**src/hdl/s2d_pkg.sv**
```systemverilog
// Shared constants and types for the signed integer to decimal text converter.
package s2d_pkg;

  // Field widths.
  localparam int VALUE_W    = 32;
  localparam int CHAR_W     = 8;
  localparam int DIGIT_W    = 4;
  localparam int NUM_DIGITS = 10;
  localparam int BCD_W      = NUM_DIGITS * DIGIT_W;
  localparam int BIT_CNT_W  = $clog2(VALUE_W);
  localparam int DIG_CNT_W  = $clog2(NUM_DIGITS + 1);

  // Character codes.
  localparam logic [CHAR_W-1:0] CHAR_MINUS = 8'd45;
  localparam logic [CHAR_W-1:0] CHAR_ZERO  = 8'd48;
  localparam logic [DIGIT_W-1:0] DIGIT_MAX = 4'd9;

  // Converted value handed from the converter to the character emitter.
  typedef struct packed {
    logic             negative;
    logic [BCD_W-1:0] bcd;
  } bcd_word_t;

endpackage

```
**src/hdl/s2d_in_if.sv**
```systemverilog
// Input channel: one signed value per beat.
interface s2d_in_if
  import s2d_pkg::*;
();
  logic                      valid;
  logic                      ready;
  logic signed [VALUE_W-1:0] value;

  modport source (output valid, output value, input ready);
  modport sink (input valid, input value, output ready);
endinterface

```
**src/hdl/s2d_out_if.sv**
```systemverilog
// Output channel: one ASCII character per beat, with a last flag.
interface s2d_out_if
  import s2d_pkg::*;
();
  logic              valid;
  logic              ready;
  logic [CHAR_W-1:0] ascii_char;
  logic              last;

  modport source (output valid, output ascii_char, output last, input ready);
  modport sink (input valid, input ascii_char, input last, output ready);
endinterface

```
**src/hdl/signed_int_to_decimal_ascii_core.sv**
```systemverilog
// Top level: signed 32-bit integer to decimal ASCII text, bit-serial conversion.
//
//   Channel  Direction  Beat payload               Notes
//   in_ch    sink       value (signed 32 bits)     one value per beat
//   out_ch   source     ascii_char (8), last (1)   1 to 11 beats per value
//
// The converter accepts a value, runs 32 shift-and-add-3 steps of one magnitude bit each,
// and then holds the digits until the emitter takes them. The emitter drops leading
// zeros one at a time and then sends the sign and digits one character per beat; it
// works while the next value converts, so a new value is taken once the digits are handed
// over, even while the emitter is still sending the previous one.
// Reset is asynchronous and clears only the sequencers. Output stalls hold the current
// character; the input is refused while a converted value waits for the emitter.
module signed_int_to_decimal_ascii_core
  import s2d_pkg::*;
(
  input  logic     clk_i,
  input  logic     rst_ni,
  s2d_in_if.sink   in_ch,
  s2d_out_if.source out_ch
);

  logic      conv_idle;
  logic      res_valid;
  logic      res_take;
  bcd_word_t res;

  assign in_ch.ready = conv_idle;

  // Binary to BCD conversion.
  s2d_dabble u_dabble (
    .clk_i       (clk_i),
    .rst_ni      (rst_ni),
    .start_i     (in_ch.valid),
    .value_i     (in_ch.value),
    .idle_o      (conv_idle),
    .res_valid_o (res_valid),
    .res_take_i  (res_take),
    .res_o       (res)
  );

  // Character output.
  s2d_emit u_emit (
    .clk_i       (clk_i),
    .rst_ni      (rst_ni),
    .res_valid_i (res_valid),
    .res_i       (res),
    .res_take_o  (res_take),
    .out_ch      (out_ch)
  );

  // A shown character is a minus sign or a decimal digit.
  a_char_range: assert property (@(posedge clk_i) disable iff (!rst_ni)
    out_ch.valid |-> (out_ch.ascii_char == CHAR_MINUS) ||
                     ((out_ch.ascii_char >= CHAR_ZERO) &&
                      (out_ch.ascii_char <= CHAR_ZERO + CHAR_W'(DIGIT_MAX))))
    else $error("output character is neither a sign nor a digit");

  // The sign is never the final character.
  a_sign_not_last: assert property (@(posedge clk_i) disable iff (!rst_ni)
    (out_ch.valid && (out_ch.ascii_char == CHAR_MINUS)) |-> !out_ch.last)
    else $error("minus sign flagged as last character");

  // The output is idle in the cycle after the last beat of a value.
  a_gap_after_last: assert property (@(posedge clk_i) disable iff (!rst_ni)
    (out_ch.valid && out_ch.ready && out_ch.last) |=> !out_ch.valid)
    else $error("output beat directly after last character");

  // An accepted value keeps the converter busy on the next cycle.
  a_busy_after_accept: assert property (@(posedge clk_i) disable iff (!rst_ni)
    (in_ch.valid && in_ch.ready) |=> !in_ch.ready)
    else $error("input ready right after an accepted beat");

endmodule

```
**src/hdl/s2d_dabble.sv**
```systemverilog
// Bit-serial binary to BCD converter (shift and add-3), one magnitude bit per cycle.
module s2d_dabble
  import s2d_pkg::*;
(
  input  logic                      clk_i,
  input  logic                      rst_ni,
  input  logic                      start_i,
  input  logic signed [VALUE_W-1:0] value_i,
  output logic                      idle_o,
  output logic                      res_valid_o,
  input  logic                      res_take_i,
  output bcd_word_t                 res_o
);

  typedef enum logic [2:0] {
    C_IDLE  = 3'b001,
    C_SHIFT = 3'b010,
    C_FULL  = 3'b100
  } conv_state_e;

  conv_state_e          state_q, state_d;
  logic [BIT_CNT_W-1:0] bit_cnt_q, bit_cnt_d;
  logic [VALUE_W-1:0]   mag_q, mag_d;
  logic [BCD_W-1:0]     bcd_q, bcd_d;
  logic                 neg_q, neg_d;
  logic [VALUE_W-1:0]   word;
  logic [BCD_W-1:0]     bcd_adj;

  // The input as an unsigned word; on load the most negative value has magnitude 2^31.
  assign word = VALUE_W'(value_i);

  // Add three to every digit of five or more before the next shift.
  always_comb begin
    for (int i = 0; i < NUM_DIGITS; i++) begin
      if (bcd_q[i*DIGIT_W +: DIGIT_W] > 4'd4) begin
        bcd_adj[i*DIGIT_W +: DIGIT_W] = bcd_q[i*DIGIT_W +: DIGIT_W] + 4'd3;
      end else begin
        bcd_adj[i*DIGIT_W +: DIGIT_W] = bcd_q[i*DIGIT_W +: DIGIT_W];
      end
    end
  end

  // Sequencer: load, 32 shift steps, then hold the result until the emitter takes it.
  always_comb begin
    state_d   = state_q;
    bit_cnt_d = bit_cnt_q;
    mag_d     = mag_q;
    bcd_d     = bcd_q;
    neg_d     = neg_q;
    case (state_q)
      C_IDLE: begin
        if (start_i) begin
          neg_d     = word[VALUE_W-1];
          mag_d     = word[VALUE_W-1] ? (VALUE_W'(0) - word) : word;
          bcd_d     = '0;
          bit_cnt_d = '0;
          state_d   = C_SHIFT;
        end
      end
      C_SHIFT: begin
        {bcd_d, mag_d} = {bcd_adj[BCD_W-2:0], mag_q, 1'b0};
        bit_cnt_d      = bit_cnt_q + 1'b1;
        if (bit_cnt_q == BIT_CNT_W'(VALUE_W - 1)) begin
          state_d = C_FULL;
        end
      end
      C_FULL: begin
        if (res_take_i) begin
          state_d = C_IDLE;
        end
      end
      default: begin
        state_d = C_IDLE;
      end
    endcase
  end

  // Control state.
  always_ff @(posedge clk_i or negedge rst_ni) begin
    if (!rst_ni) begin
      state_q   <= C_IDLE;
      bit_cnt_q <= '0;
    end else begin
      state_q   <= state_d;
      bit_cnt_q <= bit_cnt_d;
    end
  end

  // Datapath shift registers.
  always_ff @(posedge clk_i) begin
    mag_q <= mag_d;
    bcd_q <= bcd_d;
    neg_q <= neg_d;
  end

  assign idle_o         = (state_q == C_IDLE);
  assign res_valid_o    = (state_q == C_FULL);
  assign res_o.negative = neg_q;
  assign res_o.bcd      = bcd_q;

endmodule

```
**src/hdl/s2d_emit.sv**
```systemverilog
// Character emitter: drops leading zeros, then sends sign and digits one beat at a time.
module s2d_emit
  import s2d_pkg::*;
(
  input  logic      clk_i,
  input  logic      rst_ni,
  input  logic      res_valid_i,
  input  bcd_word_t res_i,
  output logic      res_take_o,
  s2d_out_if.source out_ch
);

  typedef enum logic [3:0] {
    E_IDLE  = 4'b0001,
    E_SKIP  = 4'b0010,
    E_SIGN  = 4'b0100,
    E_DIGIT = 4'b1000
  } emit_state_e;

  emit_state_e          state_q, state_d;
  logic [DIG_CNT_W-1:0] cnt_q, cnt_d;
  logic [BCD_W-1:0]     bcd_q, bcd_d;
  logic                 neg_q, neg_d;
  logic [DIGIT_W-1:0]   top_digit;
  logic                 one_left;

  assign top_digit  = bcd_q[BCD_W-1 -: DIGIT_W];
  assign one_left   = (cnt_q == DIG_CNT_W'(1));
  assign res_take_o = (state_q == E_IDLE) && res_valid_i;

  // Sequencer over the digit shift register.
  always_comb begin
    state_d = state_q;
    cnt_d   = cnt_q;
    bcd_d   = bcd_q;
    neg_d   = neg_q;
    case (state_q)
      E_IDLE: begin
        if (res_valid_i) begin
          bcd_d   = res_i.bcd;
          neg_d   = res_i.negative;
          cnt_d   = DIG_CNT_W'(NUM_DIGITS);
          state_d = E_SKIP;
        end
      end
      E_SKIP: begin
        // Drop one leading zero per cycle, but always keep the final digit.
        if ((top_digit == '0) && !one_left) begin
          bcd_d = {bcd_q[BCD_W-DIGIT_W-1:0], {DIGIT_W{1'b0}}};
          cnt_d = cnt_q - 1'b1;
        end else begin
          state_d = neg_q ? E_SIGN : E_DIGIT;
        end
      end
      E_SIGN: begin
        if (out_ch.ready) begin
          state_d = E_DIGIT;
        end
      end
      E_DIGIT: begin
        if (out_ch.ready) begin
          if (one_left) begin
            state_d = E_IDLE;
          end else begin
            bcd_d = {bcd_q[BCD_W-DIGIT_W-1:0], {DIGIT_W{1'b0}}};
            cnt_d = cnt_q - 1'b1;
          end
        end
      end
      default: begin
        state_d = E_IDLE;
      end
    endcase
  end

  // Control state.
  always_ff @(posedge clk_i or negedge rst_ni) begin
    if (!rst_ni) begin
      state_q <= E_IDLE;
      cnt_q   <= '0;
    end else begin
      state_q <= state_d;
      cnt_q   <= cnt_d;
    end
  end

  // Digit shift register and sign.
  always_ff @(posedge clk_i) begin
    bcd_q <= bcd_d;
    neg_q <= neg_d;
  end

  // Output beat, driven straight from the registers so it holds under a stall.
  always_comb begin
    out_ch.valid      = 1'b0;
    out_ch.ascii_char = CHAR_ZERO + CHAR_W'(top_digit);
    out_ch.last       = 1'b0;
    case (state_q)
      E_SIGN: begin
        out_ch.valid      = 1'b1;
        out_ch.ascii_char = CHAR_MINUS;
      end
      E_DIGIT: begin
        out_ch.valid = 1'b1;
        out_ch.last  = one_left;
      end
      default: begin
        out_ch.valid = 1'b0;
      end
    endcase
  end

endmodule

```
**src/flat_wrapper.sv**
```systemverilog
// flat-port wrapper written by rule: the top's interface ports become plain ports
module signed_int_to_decimal_ascii_core_flat import s2d_pkg::*;
  (clk_i, rst_ni, in_ch_valid, in_ch_value, in_ch_ready, out_ch_valid, out_ch_ascii_char, out_ch_last, out_ch_ready);
  s2d_in_if in_ch_i ();
  s2d_out_if out_ch_i ();
  input  logic clk_i;
  input  logic rst_ni;
  input wire logic [$bits(in_ch_i.valid)-1:0] in_ch_valid;
  input wire logic [$bits(in_ch_i.value)-1:0] in_ch_value;
  output wire logic [$bits(in_ch_i.ready)-1:0] in_ch_ready;
  output wire logic [$bits(out_ch_i.valid)-1:0] out_ch_valid;
  output wire logic [$bits(out_ch_i.ascii_char)-1:0] out_ch_ascii_char;
  output wire logic [$bits(out_ch_i.last)-1:0] out_ch_last;
  input wire logic [$bits(out_ch_i.ready)-1:0] out_ch_ready;
  assign in_ch_i.valid = in_ch_valid;
  assign in_ch_i.value = in_ch_value;
  assign in_ch_ready = in_ch_i.ready;
  assign out_ch_valid = out_ch_i.valid;
  assign out_ch_ascii_char = out_ch_i.ascii_char;
  assign out_ch_last = out_ch_i.last;
  assign out_ch_i.ready = out_ch_ready;
  signed_int_to_decimal_ascii_core u_core (.clk_i(clk_i), .rst_ni(rst_ni), .in_ch(in_ch_i), .out_ch(out_ch_i));
endmodule
```
**config.mk**
```make
export PLATFORM = sky130hd
export DESIGN_NAME = signed_int_to_decimal_ascii_core_flat
export DESIGN_NICKNAME = d
export VERILOG_FILES = /design/src/hdl/s2d_pkg.sv /design/src/hdl/s2d_in_if.sv /design/src/hdl/s2d_out_if.sv /design/src/hdl/signed_int_to_decimal_ascii_core.sv /design/src/hdl/s2d_dabble.sv /design/src/hdl/s2d_emit.sv /design/src/flat_wrapper.sv
export SDC_FILE = /design/constraint.sdc
export NUM_CORES = 1
export LEC_CHECK = 0
export ABC_CLOCK_PERIOD_IN_PS = 4100
export BUFFER_PORTS_ARGS = -buffer_cell sky130_fd_sc_hd__buf_2
export CORE_ASPECT_RATIO = 1.4
export CORE_MARGIN = 2
export CORE_UTILIZATION = 30
export CTS_BUF_LIST = sky130_fd_sc_hd__clkbuf_4 sky130_fd_sc_hd__clkbuf_8
export DETAILED_ROUTE_END_ITERATION = 8
export REMOVE_ABC_BUFFERS = 1
export SYNTH_ARGS = -nofsm -noshare
export SYNTH_HDL_FRONTEND = slang
export SYNTH_SLANG_ARGS = --single-unit
```
**constraint.sdc**
```tcl
create_clock -name clk_i -period 4.1 [get_ports clk_i]
set_input_delay 0.82 -clock clk_i [delete_from_list [all_inputs] [get_ports clk_i]]
set_output_delay 0.82 -clock clk_i [all_outputs]
set_load 0.01 [all_outputs]
```
# Word-level counts from Yosys, hierarchy flattened
# Cells that the tools add are included.
[word_totals] ff_bits=130 input_bits=36
[classes] addsub=14 magnitude_cmp=10 eq_ne=19 mux=41 n_reduce_logical=13
[op_table] op="$mux W40" count=5
[op_table] op="$pmux W40 S3" count=1
[op_table] op="$pmux W40 S2" count=1
[op_table] op="$mux W4" count=19
[op_table] op="$mux W32" count=2
[op_table] op="$pmux W32 S2" count=1
[op_table] op="$gt A4 B3 Y1 const B" count=10
[op_table] op="$add A4 B2 Y4 const B" count=9
[op_table] op="$sub A1 B32 Y32 const A" count=1
[op_table] op="$ne A2 B2 Y1 const B" count=9
[op_table] op="$pmux W4 S4" count=1
[op_table] op="$mux W3" count=4
[op_table] op="$pmux W4 S3" count=1
[op_table] op="$pmux W5 S2" count=1
[op_table] op="$reduce_and A5 Y1" count=2
[op_table] op="$pmux W3 S3" count=1
[op_table] op="$eq A4 B1 Y1 const B" count=2
[op_table] op="$add A6 B4 Y7 const A" count=1
[op_table] op="$mux W7" count=1
[op_table] op="$reduce_and A2 Y1" count=3
[op_table] op="$add A5 B1 Y5 const B" count=1
[op_table] op="$eq A5 B5 Y1 const B" count=1
[op_table] op="$mux W5" count=1
[op_table] op="$eq A4 B2 Y1 const B" count=1
[op_table] op="other kinds (16)" count=18

# Depth between registers and ports, before layout
# Gate-level depths: netlist of the first run.
[depth] word_depth=5 ltp_mapped=8

# Cells and area by module
# A second synthesis of the first run with hierarchy kept.
[hier_totals] cells_unflattened=735 hier_area_um2=7190.6
[by_module_without_submodules] mod="s2d_dabble" n_inst=1 cells_per_inst=498 area_each_um2=4788.3
[by_module_without_submodules] mod="s2d_emit" n_inst=1 cells_per_inst=237 area_each_um2=2402.3

# Least setup slack after synthesis of the first run
# OpenSTA, ideal clock, no wires.
[synth_timing] path_type="reg2reg" from="reg u_core.u_emit.state_q[0]" to="reg u_core.u_emit.cnt_q[1]" setup_ps=126 arrival_ps=3435 t_required_ps=3974 setup_slack_ps=539 path_stages_with_launch=6 n_path_buf=1 period_less_slack_ps=3561 path_cell_list="dfstp_2 -> clkbuf_1 -> nand2b_1 -> o32a_1 -> nor2_1 -> mux2_2"
[synth_via] elab_chain_cells=3 word_cells_on_any_way=10 classes_between="eq/ne (7); mux (1); reduce/logical (2)"
[synth_lines] element="from (decl)" line="s2d_emit.sv:20" text="emit_state_e state_q, state_d;"
[synth_lines] element="from (signal assigned)" line="s2d_emit.sv:82" text="state_q <= state_d;"
[synth_lines] element="$eq A4 B2 Y1, or another cell as far along" line="s2d_emit.sv:37" text="case (state_q)"
[synth_lines] element="$ne A2 B2 Y1 (no source line) or $reduce_bool A3 Y1 (tied branches)"
[synth_lines] element="$reduce_and A5 Y1 (no source line)"
[synth_lines] element="to (signal assigned)" line="s2d_emit.sv:83" text="cnt_q <= cnt_d;"
[synth_lines] element="to (decl)" line="s2d_emit.sv:21" text="logic [DIG_CNT_W-1:0] cnt_q, cnt_d;"
# Parallel ways exist; a longest one is shown, timed or not.
# A chain may end at the register's enable or synchronous reset.

# Final worst setup path of the first run
[layout_timing] from="reg u_core.u_emit.state_q[2]" to="out out_ch_ascii_char[4]"
[layout_via] elab_chain_cells=2
[layout_lines] element="$eq A4 B3 Y1" line="s2d_emit.sv:98" text="case (state_q)"
[layout_lines] element="$mux W7" line="s2d_emit.sv:98"
[layout_lines] element="to (decl)" line="flat_wrapper.sv:12" text="output wire logic [$bits(out_ch_i.ascii_char)-1:0] out_ch_ascii_char;"
# No other way between the ends.

==> results of run 1 <==
path summary, 6_finish.rpt:
check	cells past startpoint	endpoint	from	slack, ns
hold / removal	1	u_core.u_dabble.state_q[2]	rst_ni	0.29
min in group clk_i	0	u_core.u_emit.neg_q	u_core.u_dabble.neg_q	0.43
hold reg to reg	0	u_core.u_emit.neg_q	u_core.u_dabble.neg_q	0.43
setup / recovery	3	out_ch_ascii_char[4]	u_core.u_emit.state_q[2]	0.98
setup reg to reg	5	u_core.u_emit.bcd_q[2]	u_core.u_emit.bcd_q[39]	1.50
max in group asynchronous	1	u_core.u_emit.state_q[0]	rst_ni	3.49
per-layer routing:
| metal | vias to the layer above | GRT usage, % | wire (µm) |
|---|---|---|---|
| li1 | 2541 | - | - |
| met5 | - | 0 | 0 |
| met1 | 2403 | 13.06 | 5650 |
| met2 | 66 | 20.33 | 6965 |
| met3 | 15 | 2.490 | 377 |
| met4 | 0 | 4.809 | 238 |
cell type report:
cell class	instances	area (µm²)
fill	2376	15200
sequential	130	3826
multi-input combinational	503	2940
tap	306	382.9
timing repair buffer	52	282.8
clock buffer	19	249.0
inverter	39	146.4
clock inverter	13	95.09
worst reg2reg max path: cells and delay by family, from the launching register on:
kind / cells / cell delay, ns
buf+inv: 1 / 0.43
flops: 1 / 0.39
compound gates: 2 / 0.38
simple gates: 2 / 1.06
sequential cells by signal (all words and copies together) (netlist names):
signal / flops
u_core.u_emit.cnt_q: 4
u_core.u_dabble.state_q: 3
u_core.u_dabble.bcd_q: 40
u_core.u_emit.bcd_q: 40
u_core.u_emit.neg_q: 1
u_core.u_dabble.bit_cnt_q: 5
u_core.u_dabble.mag_q: 32
u_core.u_dabble.neg_q: 1
u_core.u_emit.state_q: 4
through the flow:
stage	cells	total power [W]	util (%)
final	1062	0.004363	34.26
after global routing	1062	0.004727	34.26
after CTS	1062	0.004425	34.26
after detailed placement	1030	0.003445	32.78
after global placement	1030	0.003413	32.78
after floorplan	672	0.003072	-
power by group through the flow:
stage | combinational [W] | clock, W | sequential (W)
CTS | 0.00127 | 0.000999 | 0.00216
detailed placement | 0.00126 | 0 | 0.00218
global placement | 0.00124 | 0 | 0.00218
global route | 0.00148 | 0.00105 | 0.00220
finish | 0.00124 | 0.000964 | 0.00216
floorplan | 0.000950 | 0 | 0.00212
cells in the final DEF (no fill, tap or decap), types with 5 or more instances in the layout:
cell / netlist / layout
nand2_1: 129 / 129
nor3_1: 5 / 5
o31ai_1: 7 / 7
nand3_1: 8 / 8
clkinv_2: 0 / 9
xnor2_1: 14 / 14
buf_4: 3 / 9
or3b_2: 5 / 5
dfrtp_1: 14 / 14
clkbuf_8: 1 / 17
xor2_1: 27 / 27
ha_1: 25 / 25
buf_2: 2 / 43
or3_1: 14 / 14
a21oi_1: 52 / 52
o21ai_1: 7 / 7
nor2_1: 74 / 73
o21ai_0: 64 / 64
nor3b_1: 6 / 6
inv_1: 39 / 39
edfxtp_1: 114 / 114
nand4_1: 5 / 5
cells by family (layout without fill, tap and decap cells):
logic type	count (synthesis)	after routing	synth area share, %
AND/OR/NAND/NOR	279	279	18.75
AO/OA/AOI/OAI	149	149	12.16
flip-flops	130	130	54.31
buffers and inverters	71	123	4.244
XOR/XNOR	41	41	5.097
adder cells (fa/ha/maj)	25	25	4.440
multiplexers	6	6	0.8879
other	2	3	0.1066
==> reports/metrics.cfg, run 1 <==
[worst_hold_path]
hold_class=in2async

[clocking]
clk_latency_ns=0.44
post_cts_buffers=0
cts_inserted_buffers=17
cts_sinks=130
clockRootBuffer=clkbuf_8
path_clk_slew_ns=0.07
cts_hold_buf=0
cts_tree=built
cts_htree_levels=4
clockBufferDepth=2
post_cts_resized=0

[sta]
min_period_over_period_pct=76.03
rsz0062_at_grt=no
drv_slew=0
max-slew-margin-rel_pct=28.48
setup-tns-final_ns=0
layout_setup_ws_ns=0.9827
hold_slack_ns=0.2920
hold_viol=0
setup_viol=0
worstMarginPinSlew_ns=1.058
fin_crit_ns=3.117
fin_skew_ns=0.01012
timing.fmax_mhz=320.8

[power_and_ir_drop]
vdd_ir_drop_max_v=0.0002437
p_sw_w=0.001473
seqPwrFrac_pct=49.4
power.density_mw_per_mm2=550.8
power_leakage_nw=2.952
power.share.switching_pct=33.75
p_comb_share_pct=28.5
p_clk_share_pct=22.1
power.internal_w=0.002891

[critical_path]
path_class=reg2out
required_ns=3.28
crit_buf_inv=2
start_kind=register
crit_path_max_incr_delay_ns=0.90
critPathMaxFanout=11
arrival_ns=2.30
crit_path_end_kind=output port
slowest_stage=nor4b_1
critPathTopFamily=simple AND/OR/NAND/NOR gates
crit_path_cell_trace=nor4b_1 > inv_1 > buf_2

[logic_synthesis]
yosysTopAreaCell=edfxtp_1
avgSynthCellArea_um2=10.02
ys_ff_latch=130
syn_area_mm2=0.007046
yosysSeqAreaShare_pct=54.31
synth-edff-count=114
synthTopCellsByArea=edfxtp_1 (49%), nand2_1 (6.9%), dfrtp_1 (5.0%)
synth_most_common_cell=nand2_1
synth_ff_type=edfxtp_1
async_reset_ff_share_pct=12.31
synthTopCellsByCount=nand2_1 (129), edfxtp_1 (114), nor2_1 (74)
synthCells=703
synth_cell_types=57
synth_top_area_share_pct=48.59
yosysWarnings=0

[finish]
syn_to_final_growth_pct=12.45
stdcell_area_mm2=0.007923
fin_nets=804
drive_above_1_share_pct=14.95
diodes=0

[place]
hpwlAfterDp_mm=9.150
placed_cell_area_mm2=0.007579
port_buffers=43
gp_congestion=0.7709
place_ws_ns=1.282

[global_route]
grt_pass1_vias=4898
grt_antenna_before_repair=0
grt_max_degree=44
gr-total-overflow=0
grt_first_pass_wirelength_mm=22.75
grtUsageTotal_pct=11.36

[floorplan]
design.die.area_mm2=0.02474
dieHeight_um=185.3
core_area_mm2=0.02312
start_util_pct=30.47
io_pins=47
die_w_um=133.5
num_rows=66

[route]
postRouteAntennaNets=0
drt-initial-drc-count=229
viasPerCell=4.732
wl_per_cell_um=12.46
wl_mm=13.23
dr.pass1.iters=4
drc=0
vias=5025

[job]
maxCapViolCount=0

[run_status]
outcome=finished, final reports clean

Power figures use the tool's default switching activity.
==> inputs of run 2 (changes only) <==
--- a/config.mk
+++ b/config.mk
@@ -5,7 +5,7 @@
 export SDC_FILE = /design/constraint.sdc
 export NUM_CORES = 1
 export LEC_CHECK = 0
-export ABC_CLOCK_PERIOD_IN_PS = 4100
+export ABC_CLOCK_PERIOD_IN_PS = 3250
 export BUFFER_PORTS_ARGS = -buffer_cell sky130_fd_sc_hd__buf_2
 export CORE_ASPECT_RATIO = 1.4
 export CORE_MARGIN = 2
==> constraint.sdc (replaced) <==
create_clock -name clk_i -period 3.25 [get_ports clk_i]
set_input_delay 0.65 -clock clk_i [delete_from_list [all_inputs] [get_ports clk_i]]
set_output_delay 0.65 -clock clk_i [all_outputs]
set_load 0.01 [all_outputs]
==> reports/metrics.cfg, run 2 (synthesis gave the netlist of run 1 again) <==
[sta]
fin_crit_ns=2.579
drv_slew=0  ; unchanged
hold_viol=0  ; unchanged
worstMarginPinSlew_ns=0.7298  ; -0.3281 ns
max-slew-margin-rel_pct=50.90  ; +22 points
setup_viol=0  ; unchanged
rsz0062_at_grt=no
min_period_over_period_pct=79.35
timing.fmax_mhz=387.8
fin_skew_ns=0.01114  ; +0.001024 ns

[global_route]
grt_pass1_vias=4787  ; -2.3%
grtUsageTotal_pct=11.36  ; about the same
grt_antenna_before_repair=0  ; unchanged
gr-total-overflow=0  ; unchanged
grt_first_pass_wirelength_mm=22.45  ; -1.3%
grt_max_degree=46  ; +4.5%

[finish]
layout_commonest_cell=nand2_1
top_regs=u_core.u_dabble.bcd_q: 40 flops, u_core.u_emit.bcd_q: 40 flops, u_core.u_dabble.mag_q: 32 flops
utilization_pct=34.68  ; +0.41 points
fill_cells=2351  ; -1.1%
fin_nets=806  ; +0.25%
diodes=0  ; unchanged
layout_common_cells=nand2_1 (129), edfxtp_1 (114), nor2_1 (73)
syn_to_final_growth_pct=13.80
stdcell_area_mm2=0.008018  ; +1.2%
drive_above_1_share_pct=15.17  ; +0.22 points

[clocking]
cts_inserted_buffers=17  ; unchanged
clockBufferDepth=2  ; unchanged
clockRootBuffer=clkbuf_8
post_cts_buffers=0  ; unchanged
cts_htree_levels=4  ; unchanged
cts_tree=built
post_cts_resized=0  ; unchanged
path_clk_slew_ns=0.07  ; about the same
clk_latency_ns=0.44  ; about the same
cts_hold_buf=0  ; unchanged
cts_sinks=130  ; unchanged

[route]
wl_per_cell_um=12.56  ; +0.79%
viasPerCell=4.662  ; -1.5%
postRouteAntennaNets=0  ; unchanged
drt-initial-drc-count=213  ; -7.0%
drc=0  ; unchanged
dr.pass1.iters=6  ; +2
vias=4960  ; -1.3%
wl_mm=13.36  ; +0.98%

[critical_path]
r2r_end=u_core.u_emit.bcd_q[37]
start_kind=register
cp-startpoint=u_core.u_emit.state_q[2]
critPathMaxFanout=11  ; unchanged
required_ns=2.60  ; -0.68 ns
crit_path_end_kind=output port
path_class=reg2out
r2r_start=u_core.u_emit.bcd_q[38]
arrival_ns=1.93  ; -0.37 ns
regToRegSetupSlack_ns=0.85  ; -0.65 ns
worstRegToRegCells=5  ; unchanged

[place]
hpwlAfterDp_mm=8.989  ; -1.8%
placed_cell_area_mm2=0.007631  ; +0.69%
port_buffers=43  ; unchanged
gp_congestion=0.7821  ; +1.5%

[floorplan]
num_rows=66  ; unchanged
dieHeight_um=185.3  ; unchanged
core_area_mm2=0.02312  ; unchanged
die_w_um=133.5  ; unchanged
io_pins=47  ; unchanged
design.die.area_mm2=0.02474  ; unchanged
start_util_pct=30.47  ; unchanged

[worst_hold_path]
hold_class=in2async

[power_and_ir_drop]
power_w=0.005665  ; +30%
power_leakage_nw=2.996  ; +1.5%
vdd_ir_drop_max_v=0.0004125  ; +69%
power.density_mw_per_mm2=706.6  ; +28%

[run_status]
outcome=finished, final reports clean

[job]
maxCapViolCount=0  ; unchanged

[run 2: worst max-delay path, cell delays in order (launching register included)]
cell and delay (ns):
dfrtp_1 0.59, nor4b_1 0.46, buf_4 0.22, or2_2 0.10, buf_2 0.12
[run 2: final cells by class]
cell class	count	area [µm²]	area share [%]
Inverter	39	146.4	1.826
Clock buffer	26	332.8	4.151
Clock inverter	6	53.80	0.6710
Multi-Input combinational cell	503	2940	36.67
Tap cell	306	382.9	4.775
Timing Repair Buffer	54	335.3	4.182
Sequential cell	130	3826	47.72
[run 2: through the flow]
step | setup WS, ns | hold WS, ns | TNS, ns | cells
finish | 0.6711 | 0.1294 | 0 | 1064
global route | 0.4895 | 0.1148 | 0 | 1064
CTS | 0.6249 | 0.1118 | 0 | 1064
detailed placement | 0.5954 | 0.4219 | 0 | 1032
global placement | 0.5935 | 0.4220 | 0 | 1032
floorplan | -0.1368 | 0.3544 | -0.2143 | 672
[run 2: worst max-delay path by stage]
stage	to
after floorplan	u_core.u_emit.cnt_q[1]
after global placement	u_core.u_dabble.mag_q[22]
after detailed placement	u_core.u_dabble.mag_q[22]
after CTS	out_ch_ascii_char[0]
after global routing	out_ch_ascii_char[0]
final	out_ch_ascii_char[0]
[run 2: report_power, final]
| group | switching [W] | leakage, nW | total [W] | internal, W |
|---|---|---|---|---|
| sequential | 0.000265 | 1.28 | 0.00272 | 0.00245 |
| combinational | 0.000990 | 1.51 | 0.00160 | 0.000611 |
| clock | 0.000612 | 0.208 | 0.00135 | 0.000734 |
| total | 0.00187 | 3.00 | 0.00567 | 0.00380 |
[run 2: per-layer routing]
metal  up-vias  part of all wire, %  global-route usage [%]
met2        66                   51                   20.06
met4         0                 0.95                   3.702
met1      2345                   45                   13.17
li1       2542                    -                       -
met3         7                  2.9                   3.394
met5         -                    0                       0
==> inputs of run 3 (changes only) <==
--- a/config.mk
+++ b/config.mk
@@ -5,7 +5,7 @@
 export SDC_FILE = /design/constraint.sdc
 export NUM_CORES = 1
 export LEC_CHECK = 0
-export ABC_CLOCK_PERIOD_IN_PS = 3250
+export ABC_CLOCK_PERIOD_IN_PS = 2300
 export BUFFER_PORTS_ARGS = -buffer_cell sky130_fd_sc_hd__buf_2
 export CORE_ASPECT_RATIO = 1.4
 export CORE_MARGIN = 2
==> constraint.sdc (replaced) <==
create_clock -name clk_i -period 2.3 [get_ports clk_i]
set_input_delay 0.46 -clock clk_i [delete_from_list [all_inputs] [get_ports clk_i]]
set_output_delay 0.46 -clock clk_i [all_outputs]
set_load 0.01 [all_outputs]
==> reports/metrics.cfg, run 3 (synthesis gave the netlist of run 1 again) <==
[run_status]
outcome=finished, final reports clean

[sta]
setup_viol=0  ; unchanged
fin_skew_ns=0.01208  ; +0.0009401 ns
rsz0062_at_grt=no
fin_crit_ns=2.181
worstMarginPinSlew_ns=0.4839  ; -0.2459 ns
drv_slew=0  ; unchanged
max-slew-margin-rel_pct=67.28  ; +16 points
setup-tns-final_ns=0  ; unchanged
min_period_over_period_pct=94.84
timing.fmax_mhz=458.4
hold_viol=0  ; unchanged

[critical_path]
start_kind=register
slowest_stage=dfstp_2
arrival_ns=1.72  ; -0.21 ns
r2r_start=u_core.u_emit.bcd_q[39]
crit_path_max_incr_delay_ns=0.63  ; +0.04 ns
required_ns=1.84  ; -0.76 ns
cp-startpoint=u_core.u_emit.state_q[0]
crit_path_end_kind=output port
critPathMaxFanout=8  ; -3
r2r_end=u_core.u_emit.bcd_q[11]
crit_path_cell_trace=nor4b_4 > buf_4 > or2_2 > buf_2
regToRegSetupSlack_ns=0.37  ; -0.48 ns
worstRegToRegCells=6  ; +1
path_class=reg2out

[route]
drc=0  ; unchanged
viasPerCell=4.677  ; +0.33%
dr.pass1.iters=4  ; -2
wl_mm=13.59  ; +1.7%
wl_per_cell_um=12.61  ; +0.46%
drt-initial-drc-count=266  ; +25%
vias=5037  ; +1.6%
postRouteAntennaNets=0  ; unchanged

[global_route]
gr-total-overflow=0  ; unchanged
grt_first_pass_wirelength_mm=22.89  ; +1.9%
grtUsageTotal_pct=11.66  ; +0.30 points
grt_pass1_vias=4946  ; +3.3%
grt_antenna_before_repair=0  ; unchanged
grt_max_degree=66  ; +43%

[job]
maxCapViolCount=0  ; unchanged

[clocking]
cts_htree_levels=4  ; unchanged
cts_inserted_buffers=17  ; unchanged
cts_sinks=130  ; unchanged
clockBufferDepth=2  ; unchanged
post_cts_buffers=0  ; unchanged
path_clk_slew_ns=0.07  ; about the same
clockRootBuffer=clkbuf_8
cts_tree=built
clk_latency_ns=0.45  ; about the same

[power_and_ir_drop]
p_comb_share_pct=26.6  ; -1.7 points
p_sw_w=0.002729  ; +46%
power.internal_w=0.005877  ; +55%
power_w=0.008606  ; +52%
power.share.switching_pct=31.71  ; -1.2 points
vdd_ir_drop_max_v=0.0004833  ; +17%
power_leakage_nw=3.095  ; +3.3%
power.density_mw_per_mm2=1040  ; +47%
seqPwrFrac_pct=44.7  ; -3.3 points
p_clk_share_pct=28.7  ; +4.9 points

[floorplan]
core_area_mm2=0.02312  ; unchanged
start_util_pct=30.47  ; unchanged
num_rows=66  ; unchanged
io_pins=47  ; unchanged
die_w_um=133.5  ; unchanged
dieHeight_um=185.3  ; unchanged
design.die.area_mm2=0.02474  ; unchanged

[finish]
fin_nets=819  ; +1.6%
syn_to_final_growth_pct=17.40
fill_cells=2332  ; -0.81%
stdcell_area_mm2=0.008272  ; +3.2%
top_regs=u_core.u_dabble.bcd_q: 40 flops, u_core.u_emit.bcd_q: 40 flops, u_core.u_dabble.mag_q: 32 flops
drive_above_1_share_pct=16.99  ; +1.8 points
diodes=0  ; unchanged
layout_commonest_cell=nand2_1
layout_common_cells=nand2_1 (129), edfxtp_1 (114), nor2_1 (73)

[place]
gp_congestion=0.7631  ; -2.4%
placed_cell_area_mm2=0.007734  ; +1.3%
hpwlAfterDp_mm=9.090  ; +1.1%
port_buffers=43  ; unchanged

[worst_hold_path]
hold_class=in2reg
min_from=out_ch_ready
worstHoldEndpoint=u_core.u_emit.state_q[2]
worstHoldPathCells=2

-- run 3: cell count changes in the layout (fill, tap and decap cells not counted), moves of 2 or more --
cell,change
clkinv_2,-3
dfrtp_2,+2
dfrtp_1,-2
clkbuf_8,-4
clkbuf_4,-4
bufinv_16,+6
clkinvlp_4,+4
buf_4,+11
-- run 3: power by group through the flow --
stage	clock network (W)	logic [W]	registers, W
floorplan	0	0.00169	0.00378
global placement	0	0.00226	0.00389
detailed placement	0	0.00231	0.00390
CTS	0.00253	0.00233	0.00386
global route	0.00263	0.00267	0.00393
finish	0.00247	0.00229	0.00385
-- run 3: timing repair --
| item | CTS | global route |
|---|---|---|
| gates resized for setup | 3 | 2 |
| setup endpoints to repair | 6 | 4 |
| endpoints found under the hold margin | 14 | 0 |
| hold buffers | 1 | 0 |
-- run 3: critical path: cells and delay by family (launching register included) --
kind / cells / cell delay, ns
buffers and inverters: 2 / 0.30
flip-flops: 1 / 0.63
AND/OR/NAND/NOR: 2 / 0.35
-- run 3: stage by stage --
step	hold slack (ns)	util [%]	worst slack (ns)	instances
floorplan	0.1644	-	-1.087	672
global placement	0.4064	33.45	-0.02467	1044
detailed placement	0.4048	33.45	-0.05938	1044
CTS	0.2167	35.73	0.004085	1077
global route	0.2221	35.77	0.0002587	1077
finish	0.2474	35.77	0.1187	1077
-- run 3: cell type report --
type,count,area [µm²],share of cell area (%)
well taps,306,382.9,4.629
clock buffers,18,247.7,2.995
repair buffers,67,447.9,5.415
clock inverters,14,257.7,3.116
inverters,39,146.4,1.770
multi-input cells,503,2960,35.79
flip-flops and latches,130,3829,46.29
-- run 3: worst max-delay path by stage --
stage,to,slack (ns),cells past startpoint
2_1_floorplan,u_core.u_emit.cnt_q[1],-1.09,4
3_3_place_gp,u_core.u_dabble.mag_q[22],-0.02,8
3_5_place_dp,u_core.u_dabble.mag_q[22],-0.06,8
4_1_cts,out_ch_ascii_char[0],0.004,4
5_1_grt,out_ch_ascii_char[0],0.0003,4
6_report,out_ch_ascii_char[0],0.12,4
-- run 3: metal layers --
metal / share of wire (%) / wire [µm] / GRT usage (%) / up-vias
li1: - / - / - / 2569
met1: 43 / 5891 / 12.87 / 2376
met2: 52 / 7010 / 20.91 / 71
met3: 2.7 / 373 / 2.709 / 21
met4: 2.3 / 309 / 5.915 / 0
met5: 0 / 0 / 0 / -
